`config.mk`:
```
export PLATFORM = sky130hd
export DESIGN_NAME = keyboard_packet_to_char
export DESIGN_NICKNAME = d
export VERILOG_FILES = /design/src/sv/kpc_pkg.sv /design/src/sv/keyboard_packet_to_char.sv /design/src/sv/kpc_map_mem.sv /design/src/sv/kpc_key_state.sv
export SDC_FILE = /design/constraint.sdc
export NUM_CORES = 2
export LEC_CHECK = 0
export BUFFER_PORTS_ARGS = -buffer_cell sky130_fd_sc_hd__buf_4
export CAP_MARGIN = 10
export CORE_UTILIZATION = 56
export DETAILED_ROUTE_END_ITERATION = 8
export PLACE_DENSITY = 0.75
export SYNTH_ARGS = -nofsm -noshare
export SYNTH_HDL_FRONTEND = slang
export SYNTH_HIERARCHICAL = 1
export SYNTH_SLANG_ARGS = --single-unit
```
`constraint.sdc`:
```
create_clock -name clock -period 3.8 [get_ports clock]
set_input_delay 0.19 -clock clock [delete_from_list [all_inputs] [get_ports clock]]
set_output_delay 0.19 -clock clock [all_outputs]
set_load 0.02 [all_outputs]
```
`src/sv/kpc_pkg.sv`:
```
// Shared types and constants for the keyboard packet to character translator.
// Depends on nothing.
package kpc_pkg;

   localparam int KEY_CODES    = 128;
   localparam int CHAR_W       = 8;
   localparam int CODE_W       = 7;
   localparam int COUNT_W      = 8;

   localparam logic [7:0] HDR_MASK    = 8'hbf;
   localparam logic [7:0] HDR_PATTERN = 8'h94;
   localparam logic [7:0] CTRL_MASK   = 8'h1f;
   localparam logic [7:0] CASE_BIT    = 8'h20;

   localparam logic [CODE_W-1:0]  SHIFT_L_KEY = 7'o061;
   localparam logic [CODE_W-1:0]  SHIFT_R_KEY = 7'o062;
   localparam logic [CODE_W-1:0]  CTRL_L_KEY  = 7'o034;
   localparam logic [CODE_W-1:0]  CTRL_R_KEY  = 7'o124;
   localparam logic [CODE_W-1:0]  CAPS_KEY    = 7'o011;

   localparam logic [COUNT_W-1:0] RESET_REPEAT_DELAY = 8'd5;
   localparam logic [COUNT_W-1:0] COUNT_MAX          = 8'hff;

   typedef enum logic [1:0] {
      OP_SERIAL     = 2'd0,
      OP_WR_PLAIN   = 2'd1,
      OP_WR_SHIFTED = 2'd2,
      OP_UNUSED     = 2'd3
   } op_type;

   typedef enum logic [0:0] {
      CSR_NO_KEY_CODE  = 1'b0,
      CSR_REPEAT_DELAY = 1'b1
   } csr_index_type;

   // Item from the item register, with its advance strobe, handed to the key state logic.
   typedef struct packed {
      logic              fire;
      op_type            opcode;
      logic [7:0]        rx_byte;
      logic              rx_error;
   } kpc_item_type;

   typedef struct packed {
      logic              valid;
      logic [CHAR_W-1:0] character;
   } kpc_result_type;

endpackage

```
`src/sv/keyboard_packet_to_char.sv`:
```
// Keyboard packet to character translator: top level with the stream ports.
// Depends on kpc_pkg, kpc_map_mem and kpc_key_state.
//
// Takes one transfer per clock unless the result side stalls with an item
// waiting: serial keyboard bytes (two-byte packets, a header matching 0x94
// under mask 0xbf, bit 6 marking a release, then the scan code; a zero code
// marks all keys up) and table write items that load the plain and the
// shifted character tables. Each accepted item produces at most one
// character transfer, through the item register and then the result
// register. The tables are read at the acceptance edge, so the rate is set
// by the single read port of each table plus one pass through the key state
// logic. Table entries must be written before any key that reads them is
// pressed. Registers: index 0 no-key code (reset 0), index 1 repeat delay
// (reset 5); write them only while no item is in flight.
module keyboard_packet_to_char
   import kpc_pkg::*;
#(
   parameter int KeyCodes = KEY_CODES,
   localparam int IdxW    = $clog2(KeyCodes)
) (
   input  logic        clock,
   input  logic        reset,
   // input item channel
   input  logic        req_tvalid,
   output logic        req_tready,
   input  logic [23:0] req_tdata,   // rx_byte[7:0], table_index[14:8], table_value[22:15]
   input  logic [2:0]  req_tuser,   // opcode[1:0], rx_error[2]
   // result channel
   output logic        rsp_tvalid,
   input  logic        rsp_tready,
   output logic [7:0]  rsp_tdata,   // character[7:0]
   // register write channel
   input  logic        csr_valid,
   output logic        csr_ready,
   input  logic [0:0]  csr_index,
   input  logic [7:0]  csr_data
);

   // register file
   logic [CHAR_W-1:0]  no_key_ff;
   logic [COUNT_W-1:0] delay_ff;

   assign csr_ready = 1'b1;

   always_ff @(posedge clock) begin
      if (reset) begin
         no_key_ff <= '0;
         delay_ff  <= RESET_REPEAT_DELAY;
      end else if (csr_valid) begin
         unique case (csr_index_type'(csr_index))
            CSR_NO_KEY_CODE:  no_key_ff <= csr_data;
            CSR_REPEAT_DELAY: delay_ff  <= csr_data;
            default: ;
         endcase
      end
   end

   // unpack the input transfer
   op_type            in_opcode;
   logic [7:0]        in_byte;
   logic              in_error;
   logic [CODE_W-1:0] in_index;
   logic [7:0]        in_value;

   assign in_byte   = req_tdata[7:0];
   assign in_index  = req_tdata[14:8];
   assign in_value  = req_tdata[22:15];
   assign in_opcode = op_type'(req_tuser[1:0]);
   assign in_error  = req_tuser[2];

   // item register
   logic   s1_valid_ff, s1_valid_in;
   op_type s1_opcode_ff;
   logic [7:0] s1_byte_ff;
   logic   s1_error_ff;

   // result register
   logic              rsp_valid_ff, rsp_valid_in;
   logic [CHAR_W-1:0] rsp_data_ff;

   // handshake: the item stage advances whenever the result register is free
   logic out_free;
   logic advance;
   logic accept;

   assign out_free   = !rsp_valid_ff || rsp_tready;
   assign advance    = s1_valid_ff && out_free;
   assign req_tready = !s1_valid_ff || out_free;
   assign accept     = req_tvalid && req_tready;

   always_comb begin
      s1_valid_in = s1_valid_ff;
      if (accept) begin
         s1_valid_in = 1'b1;
      end else if (advance) begin
         s1_valid_in = 1'b0;
      end
   end

   always_ff @(posedge clock) begin
      if (reset) begin
         s1_valid_ff <= 1'b0;
      end else begin
         s1_valid_ff <= s1_valid_in;
      end
   end

   always_ff @(posedge clock) begin
      if (accept) begin
         s1_opcode_ff <= in_opcode;
         s1_byte_ff   <= in_byte;
         s1_error_ff  <= in_error;
      end
   end

   // character tables: write on acceptance of a write item, read the entry
   // of the incoming byte's code so it travels with the item
   logic [CHAR_W-1:0] plain_rd;
   logic [CHAR_W-1:0] shifted_rd;

   kpc_map_mem #(.KeyCodes(KeyCodes)) u_plain (
      .clock   (clock),
      .wr_en   (accept && (in_opcode == OP_WR_PLAIN)),
      .wr_addr (in_index[IdxW-1:0]),
      .wr_data (in_value),
      .rd_en   (accept),
      .rd_addr (in_byte[IdxW-1:0]),
      .rd_data (plain_rd)
   );

   kpc_map_mem #(.KeyCodes(KeyCodes)) u_shifted (
      .clock   (clock),
      .wr_en   (accept && (in_opcode == OP_WR_SHIFTED)),
      .wr_addr (in_index[IdxW-1:0]),
      .wr_data (in_value),
      .rd_en   (accept),
      .rd_addr (in_byte[IdxW-1:0]),
      .rd_data (shifted_rd)
   );

   // key state and translation
   kpc_item_type   item;
   kpc_result_type result;

   assign item.fire     = advance;
   assign item.opcode   = s1_opcode_ff;
   assign item.rx_byte  = s1_byte_ff;
   assign item.rx_error = s1_error_ff;

   kpc_key_state #(.KeyCodes(KeyCodes)) u_state (
      .clock        (clock),
      .reset        (reset),
      .item         (item),
      .plain_data   (plain_rd),
      .shifted_data (shifted_rd),
      .no_key_code  (no_key_ff),
      .repeat_delay (delay_ff),
      .result       (result)
   );

   // result register: load on advance, drop once transferred
   always_comb begin
      rsp_valid_in = rsp_valid_ff;
      if (advance) begin
         rsp_valid_in = result.valid;
      end else if (rsp_tready) begin
         rsp_valid_in = 1'b0;
      end
   end

   always_ff @(posedge clock) begin
      if (reset) begin
         rsp_valid_ff <= 1'b0;
      end else begin
         rsp_valid_ff <= rsp_valid_in;
      end
   end

   always_ff @(posedge clock) begin
      if (advance && result.valid) begin
         rsp_data_ff <= result.character;
      end
   end

   assign rsp_tvalid = rsp_valid_ff;
   assign rsp_tdata  = rsp_data_ff;

endmodule

```
`src/sv/kpc_map_mem.sv`:
```
// One character table: single write port and one registered read port.
// Depends on kpc_pkg.
module kpc_map_mem
   import kpc_pkg::*;
#(
   parameter int KeyCodes = KEY_CODES,
   localparam int IdxW    = $clog2(KeyCodes)
) (
   input  logic              clock,
   input  logic              wr_en,
   input  logic [IdxW-1:0]   wr_addr,
   input  logic [CHAR_W-1:0] wr_data,
   input  logic              rd_en,
   input  logic [IdxW-1:0]   rd_addr,
   output logic [CHAR_W-1:0] rd_data
);

   logic [CHAR_W-1:0] mem_ff [KeyCodes];
   logic [CHAR_W-1:0] rd_data_ff;

   always_ff @(posedge clock) begin
      if (wr_en) begin
         mem_ff[wr_addr] <= wr_data;
      end
      if (rd_en) begin
         rd_data_ff <= mem_ff[rd_addr];
      end
   end

   assign rd_data = rd_data_ff;

endmodule

```
`src/sv/kpc_key_state.sv`:
```
// Packet parser, key down map, repeat counter, caps lock and translation.
// Depends on kpc_pkg.
module kpc_key_state
   import kpc_pkg::*;
#(
   parameter int KeyCodes = KEY_CODES,
   localparam int IdxW    = $clog2(KeyCodes)
) (
   input  logic               clock,
   input  logic               reset,
   input  kpc_item_type       item,
   input  logic [CHAR_W-1:0]  plain_data,
   input  logic [CHAR_W-1:0]  shifted_data,
   input  logic [CHAR_W-1:0]  no_key_code,
   input  logic [COUNT_W-1:0] repeat_delay,
   output kpc_result_type     result
);

   logic                second_ff, second_in;
   logic                release_ff, release_in;
   logic [KeyCodes-1:0] key_down_ff, key_down_in;
   logic [COUNT_W-1:0]  count_ff, count_in;
   logic                caps_ff, caps_in;

   logic                serial;
   logic                is_release;
   logic [CODE_W-1:0]   code;
   logic [IdxW-1:0]     key;
   logic                was_down;
   logic                shift_dn;
   logic                ctrl_dn;
   logic [CHAR_W-1:0]   ch;

   // the no-key compare uses the table entry before caps and control
   // adjustments; keep that order by comparing the raw entry
   logic [CHAR_W-1:0]   raw_entry;

   always_comb begin
      second_in   = second_ff;
      release_in  = release_ff;
      key_down_in = key_down_ff;
      count_in    = count_ff;
      caps_in     = caps_ff;
      result      = '0;

      serial     = item.fire && (item.opcode == OP_SERIAL) && !item.rx_error;
      code       = item.rx_byte[CODE_W-1:0];
      key        = code[IdxW-1:0];
      is_release = item.rx_byte[7] || release_ff;
      was_down   = key_down_ff[key];
      // the key being pressed counts as down for the modifier test
      shift_dn   = key_down_ff[SHIFT_L_KEY[IdxW-1:0]] || key_down_ff[SHIFT_R_KEY[IdxW-1:0]]
                   || (code == SHIFT_L_KEY) || (code == SHIFT_R_KEY);
      ctrl_dn    = key_down_ff[CTRL_L_KEY[IdxW-1:0]] || key_down_ff[CTRL_R_KEY[IdxW-1:0]]
                   || (code == CTRL_L_KEY) || (code == CTRL_R_KEY);
      ch         = shift_dn ? shifted_data : plain_data;
      if (caps_ff && (ch >= "a") && (ch <= "z")) begin
         ch = ch & ~CASE_BIT;
      end
      if (ctrl_dn) begin
         ch = ch & CTRL_MASK;
      end

      if (serial && !second_ff) begin
         release_in = item.rx_byte[6];
         second_in  = (item.rx_byte & HDR_MASK) == HDR_PATTERN;
      end else if (serial) begin
         second_in = 1'b0;
         if (item.rx_byte == 8'd0) begin
            key_down_in = '0;
         end else if (is_release) begin
            key_down_in[key] = 1'b0;
         end else if (was_down && (count_ff < repeat_delay)) begin
            // held key still inside the repeat delay: count and drop
            if (count_ff != COUNT_MAX) begin
               count_in = count_ff + 1'b1;
            end
         end else begin
            if (was_down) begin
               if (count_ff != COUNT_MAX) begin
                  count_in = count_ff + 1'b1;
               end
            end else begin
               count_in = '0;
            end
            key_down_in[key] = 1'b1;
            if (code == CAPS_KEY) begin
               caps_in = !caps_ff;
            end else if (raw_entry != no_key_code) begin
               result.valid     = 1'b1;
               result.character = ch;
            end
         end
      end
   end

   assign raw_entry = shift_dn ? shifted_data : plain_data;

   always_ff @(posedge clock) begin
      if (reset) begin
         second_ff   <= 1'b0;
         release_ff  <= 1'b0;
         key_down_ff <= '0;
         count_ff    <= '0;
         caps_ff     <= 1'b0;
      end else begin
         second_ff   <= second_in;
         release_ff  <= release_in;
         key_down_ff <= key_down_in;
         count_ff    <= count_in;
         caps_ff     <= caps_in;
      end
   end

endmodule

```
; Word level (Yosys, flattened, before mapping)
; Memory sizes are Yosys's and may differ from the RTL's. A register that Yosys moved wholly into a read port is not among the register bits.
; Cells that the tools add are included.
[word_totals]
reg_bits = 176
ram_bits = 2048
input_bits = 41
output_inout_bits = 11
wordCells = 113
mem_count = 2
[op_classes]
add_sub_neg = 1
n_lt_le_gt_ge = 5
eq_ne = 11
n_mux = 30
bitwise = 10
reduce_logical = 39
[memory_table]
columns = name, words, width, rd, rd_ports_with_merged_regs, write_ports, line_no
row1 = u_plain.mem_ff, 128, 8, 1, 1, 1, kpc_map_mem.sv:18  ; logic [CHAR_W-1:0] mem_ff [KeyCodes];
row2 = u_shifted.mem_ff, 128, 8, 1, 1, 1, kpc_map_mem.sv:18
[op_table]
columns = cell, count
row1 = 2-to-1 mux 128 bit, 3
row2 = AND 128 bit, 1
row3 = NOT 128 bit, 1
row4 = OR 128 bit, 1
row5 = 2-to-1 mux 9 bit, 7
row6 = 2-to-1 mux 8 bit, 5
row7 = "== test 7 x 6 -> 1 bit, second input constant", 2
row8 = "== test 7 bit, second input constant", 2
row9 = logical AND 1 bit, 12
row10 = 2-to-1 mux 1 bit, 12
row11 = logical OR 1 bit, 9
row12 = OR reduction 9 bit, 1
row13 = "adder 8 x 1 -> 8 bit, second input constant", 1
row14 = "greater-or-equal comparator 8 x 7 -> 1 bit, second input constant", 1
row15 = "less-or-equal comparator 8 x 7 -> 1 bit, second input constant", 1
row16 = logical NOT 8 bit, 1
row17 = "< comparator 7 x 8 -> 1 bit, second input constant", 1
row18 = < comparator 8 bit, 1
row19 = != test 8 bit, 1
row20 = "!= test 8 bit, second input constant", 1
row21 = OR reduction 8 bit, 1
row22 = binary-select mux 1 bit (select 7 bit), 1
row23 = demux 1 bit (select 7 bit), 1
row24 = "== test 7 x 4 -> 1 bit, second input constant", 1
row25 = 15 further kinds, 28

; Depth between registers and ports, before layout
[depth]
ltp_word = 17
ltp_mapped = 15
ltp_nobuf = 11

; Hierarchy
; Netlist, hierarchy kept.
[by_module_without_submodules]
columns = mod, instances, cells_each, area_per_inst_um2, seq_area_each_um2
row1 = kpc_map_mem, 2, 1635, 39745.6, 30989.7
row2 = kpc_key_state, 1, 1105, 8336.7, 2782.7
row3 = keyboard_packet_to_char, 1, 95, 1350.0, 930.9

; Worst setup path before layout
; Ideal clock, no wire load.
[synth_timing]
kind = register to register
startpoint = register s1_byte_ff[1]
endpoint = register rsp_data_ff[0] (netlist: rsp_tdata[0]) (enable)
setup_time_ps = 373
t_arrival_ps = 2946
t_required_ps = 3427
path_slack_ps = 481
path_stages_with_launch = 14
n_path_buf = 4
period_less_slack_ps = 3319
path_cell_list = edfxtp_1 buf_2 buf_6 buf_6 mux2i_1 a22oi_1 a31oi_1 a31oi_1 o41a_1 or4_1 buf_2 inv_1 nand2_1 nor2b_1
[synth_lines]
columns = element, line_no
row1 = start: declaration, keyboard_packet_to_char.sv:74  ; logic [7:0] s1_byte_ff;
row2 = start signal: assignment, keyboard_packet_to_char.sv:111  ; s1_byte_ff <= in_byte;
row3 = end signal: assignment, keyboard_packet_to_char.sv:181  ; rsp_data_ff <= result.character;
row4 = end: declaration, keyboard_packet_to_char.sv:79  ; logic [CHAR_W-1:0] rsp_data_ff;

==> flow_summary_export.csv <==
group,metric,value,unit
timing,setup_viol,0,
die,io_pins,52,
synthesis,netlist_area,89200,sq um
detailed_routing,routed_wl,212000,um
setup_path,slowest_delay,0.60,ns
synthesis,yosysWarnings,6,
global_routing,grt_pass1_wl,312000,um
detailed_routing,met2_length,104000,um
die,dieWidth,401,um
detailed_routing,wire_per_inst,30.3,um
power,static-leakage-power,31.5,nW
timing,rsz0062_at_grt,"false",
job,maxCapViolCount,0,
placement,routabilityCongestion,0.884,
die,dieArea,161000,sq um
power,seqPwrFrac,53.9,%
detailed_routing,dr_wl_met3,19400,um
final_layout,syn_to_final_growth,12.8,%
setup_path,critPathTopFamily,"compound AO/OA/AOI/OAI gates",
power,p_sw,0.0108,W
setup_path,cpMaxStageDelayCell,"or4_4",
setup_path,arrival,4.46,ns
timing,hold_viol,0,
setup_path,critPathBufInv,3,
clock_tree,cts_max_level,4,
detailed_routing,drc,0,
setup_path,crit_required,4.61,ns
die,start_util,56.4,%
synthesis,synth_edf_count,2083,
clock_tree,cts_tree,"done",
setup_path,cp_common_cell,"a31oi_1",
synthesis,yosysSeqAreaShare,73.7,%
detailed_routing,met1Wirelength,82000,um
setup_path,critical_path.cell_chain,"nor2b_1 > buf_4 > a22oi_1 > and3_1 > a31oi_1 > a31oi_1 > o41a_1 > or4_4 > inv_1 > nand2_1 > a21oi_1 > dlygate4sd3_1",
clock_tree,cts_made_buffers,212,
setup_path,end_kind,"register",
power,ir_drop,0.556,mV
setup_path,cp-start-kind,"register",
power,clkPwrFrac,40.6,%
timing,finalSetupTns,0,ns
worst_hold_path,hold_class,"primary input to register",
synthesis,synth_cells,4470,
synthesis,ys_types,64,
final_layout,layout_commonest_cell,"edfxtp_1",
clock_tree,clkLatencyLatePin,0.86,ns
power,switching_share,21.5,%
final_layout,fillers,10251,
timing,skew,0.0698,ns
synthesis,avgSynthCellArea,20.0,sq um
placement,placed_cells,6571,
global_routing,grt_pass1_vias,46024,
global_routing,antenna_found_initial,3,
synthesis,async_flop_share,0,%
outcome,outcome,"finished clean",
timing,tightest_slew,1.14,ns
detailed_routing,drtIter0Drc,5819,
die,coreArea,158000,sq um
clock_tree,cts-root-buf,"clkbuf_16",
power,p_int,0.0394,W
final_layout,final_cell_mix,"edfxtp_1, mux4_2, nor2_1",
final_layout,drive_above_1_share,26.5,%
detailed_routing,ant_nets,0,
die,rows,146,
clock_tree,ctsLongestPathBuffers,3,
synthesis,synthFlopType,"edfxtp_1",
detailed_routing,via_per_inst,6.58,
global_routing,grt_max_degree,135,
placement,dp_hpwl,126000,um
power,power_frac_comb,5.5,%
power,p_per_area,499,nW/um^2
placement,io_buffers,49,
power,power.total,0.0502,W
synthesis,ys_ff_latch,2240,
timing,fmax,274,MHz
global_routing,groute.usage.overall,26.5,%
timing,period_minus_slack,3.65,ns
clock_tree,clock-sinks,2240,
final_layout,fin_cells,7008,
die,die_h,401,um
clock_tree,path_clk_slew,0.07,ns
setup_path,critPathKind,"register to register",
timing,slew_headroom,24.0,%
global_routing,grt.overflow.total,0,
synthesis,synth.net_count,4519,
detailed_routing,firstDrtPassIters,5,
setup_path,critPathMaxFanout,15,
final_layout,nets,4804,
detailed_routing,routed.top_layer,"met5",
timing,drv_slew,0,
timing,fin_crit_sh,96.0,%
detailed_routing,vias,46099,
## worst reg2reg max path: stages (launching register included)
cell and delay, ns:
edfxtp_1 0.49, nor2b_1 0.17, buf_4 0.26, a22oi_1 0.13, and3_1 0.21, a31oi_1 0.16
a31oi_1 0.19, o41a_1 0.54, or4_4 0.60, inv_1 0.08, nand2_1 0.06, a21oi_1 0.17
dlygate4sd3_1 0.57
## logic make-up (layout without fill, tap and decap cells)
| logic type | after synthesis | in the layout | synth area share (%) |
|---|---|---|---|
| flops | 2240 | 2240 | 73.7 |
| mux | 765 | 765 | 18.0 |
| simple gates | 685 | 685 | 3.77 |
| compound gates | 471 | 471 | 2.88 |
| buf+inv | 295 | 760 | 1.48 |
| fa+ha+maj | 8 | 8 | 0.112 |
| xor+xnor | 5 | 5 | 0.0491 |
| other cells | 1 | 2 | 0.00421 |
## routing by layer
layer / track usage (%) / up-vias
met1: 37.6 / 24263
met2: 42.6 / 2504
met4: 8.11 / 2
met3: 4.70 / 390
li1: - / 18940
met5: 0 / -
## path summary, 6_finish.rpt
check,from,end,slack [ns],cells past startpoint
setup / recovery,s1_byte_ff[2]$_DFFE_PP_,rsp_tvalid$_SDFFE_PP0P_,0.15,12
hold / removal,req_tdata[1],s1_byte_ff[1]$_DFFE_PP_,0.04,2
setup reg to reg,s1_byte_ff[2]$_DFFE_PP_,rsp_tvalid$_SDFFE_PP0P_,0.15,12
hold reg to reg,delay_ff[2]$_SDFFE_PP1P_,delay_ff[2]$_SDFFE_PP1P_,0.47,1
## synth_stat cells (4+ instances only)
| master | number | area [sq um] |
|---|---|---|
| edfxtp_1 | 2083 | 62500 |
| a21o_1 | 4 | 30.0 |
| a31oi_1 | 5 | 31.3 |
| nor2_1 | 287 | 1080 |
| o21ai_0 | 220 | 1100 |
| buf_6 | 7 | 78.8 |
| nor2b_1 | 131 | 820 |
| nand3_1 | 57 | 285 |
| xor2_1 | 4 | 35.0 |
| mux4_2 | 672 | 15100 |
| dfxtp_1 | 157 | 3140 |
| mux2_2 | 16 | 180 |
| clkbuf_1 | 160 | 601 |
| and2_1 | 13 | 81.3 |
| buf_2 | 43 | 215 |
| nand2b_1 | 38 | 238 |
| or3_1 | 12 | 75.1 |
| buf_4 | 29 | 218 |
| mux2i_1 | 77 | 771 |
| nand4_1 | 21 | 131 |
| buf_1 | 41 | 154 |
| o21ai_1 | 13 | 65.1 |
| a21oi_1 | 167 | 836 |
| inv_1 | 15 | 56.3 |
| o31ai_1 | 15 | 113 |
| a22oi_1 | 23 | 173 |
| nor3_1 | 24 | 120 |
| and3_1 | 13 | 81.3 |
| ha_1 | 8 | 100 |
| nand2_1 | 63 | 236 |
## repair_timing
| item | 4_1_cts | 5_1_grt |
|---|---|---|
| endpoints found under the hold margin | 277 | 0 |
| endpoints found under the setup margin | 0 | 10 |
| gates resized for setup | 0 | 3 |
| buffers inserted | 0 | 8 |
| hold buffers | 33 | 0 |
## layout make-up
| type | count | area [sq um] | area share, % |
|---|---|---|---|
| Sequential cell | 2240 | 65700 | 65.3 |
| Multi-Input combinational cell | 1935 | 22200 | 22.1 |
| Clock buffer | 268 | 5560 | 5.52 |
| Timing Repair Buffer | 351 | 3400 | 3.38 |
| Tap cell | 2072 | 2590 | 2.58 |
| Clock inverter | 126 | 1130 | 1.12 |
| Inverter | 15 | 56.3 | 0.0559 |
| Antenna cell | 1 | 2.50 | 0.00249 |
## registers in the layout (all words and copies together), names as in the netlist
signal	count
s1_error_ff	1
s1_opcode_ff	2
u_state/caps_ff	1
u_plain/rd_data	8
rsp_tdata	8
u_state/release_ff	1
u_shifted/rd_data	8
no_key_ff	8
s1_valid_ff	1
u_plain/mem_ff	1024
u_state/second_ff	1
rsp_tvalid	1
delay_ff	8
u_state/key_down_ff	128
u_state/count_ff	8
u_shifted/mem_ff	1024
s1_byte_ff	8
## through the flow
| stage | cell area [sq um] | util, % | hold WS, ns | worst slack (ns) |
|---|---|---|---|---|
| finish | 101000 | 63.6 | 0.0351 | 0.151 |
| detailed placement | 93500 | 59.1 | 0.377 | 0.191 |
| global route | 101000 | 63.6 | 0.0433 | 0.00184 |
| CTS | 101000 | 63.6 | 0.0239 | 0.0359 |
| global placement | 93500 | 59.1 | 0.387 | 0.172 |
| floorplan | 89200 | - | 0.289 | 0.481 |
## power by group through the flow
stage | Combinational [W] | Clock, W | Sequential (W)
after floorplan | 0.00152 | 0 | 0.0275
after global placement | 0.00266 | 0 | 0.0276
after detailed placement | 0.00271 | 0 | 0.0276
after CTS | 0.00276 | 0.0206 | 0.0270
after global routing | 0.00290 | 0.0215 | 0.0270
final | 0.00278 | 0.0204 | 0.0270
No activity file was read; power rests on OpenSTA's default activity.
